**config.mk**
```make
export PLATFORM = sky130hd
export DESIGN_NAME = qwd_cmp_unit
export DESIGN_NICKNAME = d
export VERILOG_FILES = /design/src/hdl/qwd_pkg.sv /design/src/hdl/qwd_cmp_unit.sv
export SDC_FILE = /design/constraint.sdc
export NUM_CORES = 1
export LEC_CHECK = 0
export CORE_MARGIN = 3
export CORE_UTILIZATION = 25
export DETAILED_ROUTE_END_ITERATION = 7
export DONT_BUFFER_PORTS = 1
export PLACE_DENSITY = 0.46
export REMOVE_ABC_BUFFERS = 1
export SYNTH_ARGS = -nofsm -noshare
export SYNTH_HDL_FRONTEND = slang
export SYNTH_SLANG_ARGS = --single-unit
```
**constraint.sdc**
```tcl
create_clock -name vclk -period 4.4
set_input_delay 0.22 -clock vclk [all_inputs]
set_output_delay 0.22 -clock vclk [all_outputs]
set_load 0.02 [all_outputs]
```
**src/hdl/qwd_pkg.sv**
```systemverilog
// Shared types and constants for the quiet window detector.
// No dependencies; every other file refers to this package by scoped name.
package qwd_pkg;

    localparam int WINDOW_MAX    = 1024;
    localparam int SAMPLE_BITS   = 16;
    localparam int INDEX_BITS    = 20;
    localparam int WLEN_BITS     = 11;
    localparam int THR_BITS      = 16;
    localparam int CFG_IDX_BITS  = 4;
    localparam int CFG_DATA_BITS = 16;
    localparam int PTR_BITS      = $clog2(WINDOW_MAX);
    localparam int CNT_BITS      = PTR_BITS + 1;

    // Range check adds min and threshold; the compare must cover that and positions
    localparam int SUM_BITS = ((SAMPLE_BITS > THR_BITS) ? SAMPLE_BITS : THR_BITS) + 1;
    localparam int CMP_BITS = (INDEX_BITS > SUM_BITS) ? INDEX_BITS : SUM_BITS;

    // Register indexes on the configuration channel
    localparam logic [CFG_IDX_BITS-1:0] REG_WINDOW_LEN = CFG_IDX_BITS'(0);
    localparam logic [CFG_IDX_BITS-1:0] REG_THRESHOLD  = CFG_IDX_BITS'(1);

    // One deque entry: sample value and its 1-based position
    typedef struct packed {
        logic [SAMPLE_BITS-1:0] val;
        logic [INDEX_BITS-1:0]  pos;
    } entry_t;

    // Operations of the shared compare unit
    typedef enum logic [1:0] {
        CMP_EXPIRE,
        CMP_DROP_MAX,
        CMP_DROP_MIN,
        CMP_RANGE
    } cmp_op_t;

    // Operands handed to the compare unit
    typedef struct packed {
        cmp_op_t                op;
        entry_t                 entry_a;
        entry_t                 entry_b;
        logic [SAMPLE_BITS-1:0] sample;
        logic [INDEX_BITS-1:0]  cut;
        logic [THR_BITS-1:0]    threshold;
    } cmp_req_t;

endpackage

```
**src/hdl/qwd_cmp_unit.sv**
```systemverilog
// Shared compare unit: one less-or-equal test, operands picked by operation.
// Depends on qwd_pkg (cmp_req_t, cmp_op_t, widths).
module qwd_cmp_unit (
    input  qwd_pkg::cmp_req_t req,
    output logic              le
);

    logic [qwd_pkg::CMP_BITS-1:0] opa;
    logic [qwd_pkg::CMP_BITS-1:0] opb;
    logic [qwd_pkg::SUM_BITS-1:0] lo_plus_thr;

    // Minimum plus threshold for the window range test
    assign lo_plus_thr = qwd_pkg::SUM_BITS'(req.entry_b.val)
                       + qwd_pkg::SUM_BITS'(req.threshold);

    // Operand select
    always_comb
    begin
        case (req.op)
            qwd_pkg::CMP_EXPIRE:
            begin
                opa = qwd_pkg::CMP_BITS'(req.entry_a.pos);
                opb = qwd_pkg::CMP_BITS'(req.cut);
            end
            qwd_pkg::CMP_DROP_MAX:
            begin
                opa = qwd_pkg::CMP_BITS'(req.entry_a.val);
                opb = qwd_pkg::CMP_BITS'(req.sample);
            end
            qwd_pkg::CMP_DROP_MIN:
            begin
                opa = qwd_pkg::CMP_BITS'(req.sample);
                opb = qwd_pkg::CMP_BITS'(req.entry_a.val);
            end
            qwd_pkg::CMP_RANGE:
            begin
                // max - min <= thr  is  max <= min + thr
                opa = qwd_pkg::CMP_BITS'(req.entry_a.val);
                opb = qwd_pkg::CMP_BITS'(lo_plus_thr);
            end
            default:
            begin
                opa = '0;
                opb = '0;
            end
        endcase
    end

    assign le = (opa <= opb);

endmodule

```
=== Word-level counts from Yosys, hierarchy flattened ===
Index checks and enable logic that the tools add are counted.

* Word-level logic and storage cells: 9
* Input bits: 126
* Output and inout bits: 1
* Bits in registers: 0

* $lt $le $gt $ge: 1
* Muxes and demuxes: 2
* Equality and inequality tests: 3
* Reductions and logical operators: 2
* $add $sub $neg: 1

{| class="wikitable"
|+ Operator list
! operator !! number
|-
| case mux 20 bit (4 select lines) || 1
|-
| case mux 20 bit (3 select lines) || 1
|-
| less-or-equal comparator 20 bit || 1
|-
| adder 16 x 16 -> 17 bit || 1
|-
| equality test 2 bit, second input constant || 2
|-
| equality test 2 x 1 -> 1 bit, second input constant || 1
|-
| zero test 2 bit || 1
|-
| OR reduction 2 bit || 1
|}

=== Logic depth before layout (Yosys ltp) ===
* Word-level depth: 4
* Depth in mapped cells: 16
* Mapped depth without buffers: 16

=== Least setup slack after synthesis ===
OpenSTA, ideal clock, no wires.

* Path type: in2out
* Start: input port req[0] (netlist bit)
* End: output port le
* Cell stages on the path: 14
* Buffers on the path: 0
* Slack: 1.090 ns
* Required time: 4.180 ns
* Arrival time: 3.090 ns
* Cell sequence: ha_1 inv_1 fa_1 nor2b_1 o21bai_1 a311o_1 o31ai_2 xor2_1 a221oi_1 ha_1 a21o_1 a21oi_1 o21ai_0 o21ai_0

* Cells in the longest elaborated chain, start to end: 3

{| class="wikitable"
|+ RTL lines
! item !! RTL line !! source
|-
| start, declared || qwd_cmp_unit.sv:4 || <nowiki>input qwd_pkg::cmp_req_t req,</nowiki>
|-
| adder 16 x 16 -> 17 bit || qwd_cmp_unit.sv:14 || <nowiki>+ qwd_pkg::SUM_BITS'(req.threshold);</nowiki>
|-
| case mux 20 bit (4 select lines) || qwd_cmp_unit.sv:19 || <nowiki>case (req.op)</nowiki>
|-
| less-or-equal comparator 20 bit || qwd_cmp_unit.sv:49 || <nowiki>assign le = (opa <= opb);</nowiki>
|-
| end, declared || qwd_cmp_unit.sv:5 || <nowiki>output logic le</nowiki>
|}

Every way passes these cells.

=== Final worst setup path ===
Ends and elaborated chain as after synthesis.

==> reports/metrics.cfg <==
[timing]
finalCritPeriodShare = 0.805
rsz0062_at_grt = false
slew_headroom = 0.754
fmaxAchievable_mhz = 282
hold_violations = 0
tightest_slew_ps = 368
period_minus_slack_ps = 3540
whs_ps = 977
tns_ps = 0
setup_viol = 0
maxSlewViolCount = 0

[layout]
fillCellCount = 899
fin_nets = 429
clockBufferCount = 0
regArea_sq_um = 0
antenna_cells = 0
area_growth_pct = 4.34
fin_area_sq_um = 2100
n_sequential_cell = 0
drive_gt1_frac = 0.0530

[setup_path]
endpoint = le
crit_chain = ha_1 -> inv_1 -> fa_1 -> nor2b_1 -> o21bai_1 -> a311o_1 -> a21oi_1 -> xor2_1 -> o221ai_1 -> ha_1 -> and4_1 -> and2_1 -> o21ai_0 -> a311oi_1 -> o21ai_0 -> buf_4
startpoint_type = input pin
critPathMaxStageDelay_ps = 410
critPathMaxFanout = 4
worstSetupPathType = in2out
worstPathRequired_ps = 4180
worstPathArrival_ps = 3320
crit_path_start = req[0]
end_kind = output port
cpMaxStageDelayCell = a311o_1

[drt]
dr.pass1.iters = 4
drc = 0
viasPerCell = 5.17
postRouteWirelength_mm = 5.93
postRouteAntennaNets = 0
drt_iter0_markers = 53
num_vias = 1894
wire_per_inst_um = 16.2

[placement]
routabilityCongestion = 0.785
dpl_cell_area_sq_um = 2100
hpwl_mm = 5.20
io_buffers = 0

[floorplanning]
design.portCount = 127
start_util = 0.260
core_area_sq_um = 7770
fp.dieW_um = 95.8
fp.dieH_um = 95.8
core.rowCount = 32
dieArea_sq_um = 9180

[power]
ir_drop_mv = 0.0251
leakage_uw = 0.000958
p_per_area_nw_per_um2 = 118
total_power_uw = 249

[global_route]
use_met1 = 0.149
grt_use_met3 = 0.0352
overflow = 0
grt_pass1_wl_mm = 9.05
met2_usage = 0.225
antenna_found_initial = 0
gr-usage-all-layers = 0.122
grt-busiest-layer = met2
grt_pass1_vias = 1910
grt_max_degree = 58

[clock_network]
cts_resized = 0
cts_hold_buf = 0
cts_setup_buffers = 0

[synthesis]
synth.yosys.seq_area_share = 0
synth_cell_types = 44
synth.cell_area_sq_um = 2020
synth_fa_ha_area_frac = 0.233
syn_area_per_cell_sq_um = 7.33
synthMuxAreaShare = 0.188
synth_compound_area_frac = 0.290
synthXorXnorAreaFrac = 0.0565
yosysWarnings = 0
synth_top_family_by_area = compound AO/OA/AOI/OAI gates
synth-simple-area-share = 0.181
synthCells = 275

[run]
max_cap_violations = 0

[min_path]
whs_path_depth = 6
min_path_type = in2out

[status]
outcome = complete, no violations

==> cells by family after synthesis <==
family	Yosys count
AOI/OAI and AO/OA	94
and+or+nand+nor	75
adders and majority gates	37
muxes	29
buffers and inverters	27
xor gates and xnor gates	13
==> worst max-delay path: cells and delay by family <==
family / cells / cell delay (ps)
and+or+nand+nor: 3 / 490
xor gates and xnor gates: 1 / 220
buffers and inverters: 2 / 230
AOI/OAI and AO/OA: 7 / 1300
adders and majority gates: 3 / 860
==> stage by stage <==
stage	util	instances	setup WS, ps
floorplan	-	263	1090
global placement	0.271	366	802
detailed placement	0.271	366	805
CTS	0.271	366	793
global route	0.271	366	546
finish	0.271	366	856
==> layout by cell type (no fill, tap or decap), types with 2 or more instances in the layout <==
cell type  netlist  routed
a211o_1          3       3
a21o_1           9       9
a21oi_1         23      23
a221oi_1         3       3
a31oi_1          2       2
and2_1           8       8
and4_1           3       3
ha_1            36      36
inv_1           15      15
mux2i_1         21      21
mux4_2           7       7
nand2_1         32      32
nand3_1          3       3
nand4_1          3       3
nor2_1          13      13
nor2b_1          7       7
o21a_1           3       3
o21ai_0         31      31
o21ai_1          3       3
o21bai_1         3       3
o221ai_1         3       3
o22ai_1          2       2
xnor2_1          5       5
xor2_1           8       8
==> report_power, final <==
part | switching, uW | internal, uW | leakage, uW
sequential | 0 | 0 | 0
clock | 0 | 0 | 0
combinational | 127 | 122 | 0.000958
==> Yosys cell counts (all sizes together), types with 5 or more instances <==
| library cell | instances | area (sq um) |
|---|---|---|
| a21oi | 23 | 115 |
| nand2 | 33 | 126 |
| buf | 5 | 21.3 |
| o21ai | 34 | 170 |
| nor2b | 7 | 43.8 |
| xnor2 | 5 | 43.8 |
| mux4 | 7 | 158 |
| clkbuf | 7 | 26.3 |
| ha | 36 | 450 |
| mux2i | 21 | 210 |
| a21o | 9 | 67.6 |
| xor2 | 8 | 70.1 |
| inv | 15 | 56.3 |
| and2 | 8 | 50.1 |
| nor2 | 13 | 48.8 |
==> layout make-up <==
type / count / area, sq um / share of cell area
multi-input combinational: 248 / 1910 / 0.909
tap: 102 / 128 / 0.0606
inverter: 15 / 56.3 / 0.0268
timing repair buffer: 1 / 7.51 / 0.00357
==> per-layer routing <==
layer / part of all wire / wire length (um) / vias up
met5: 0 / 0 / -
met4: 0 / 0 / 0
met3: 0.094 / 559 / 0
met2: 0.48 / 2860 / 54
met1: 0.42 / 2500 / 838
li1: - / - / 1002
==> how the worst min path moves through the flow <==
stage,from,end,slack (ps)
after global routing,req[35],le,1030
after global placement,req[35],le,970
after detailed placement,req[35],le,990
after CTS,req[35],le,990
final,req[35],le,980
after floorplan,req[35],le,920
No activity file was read; power rests on OpenSTA's default activity.
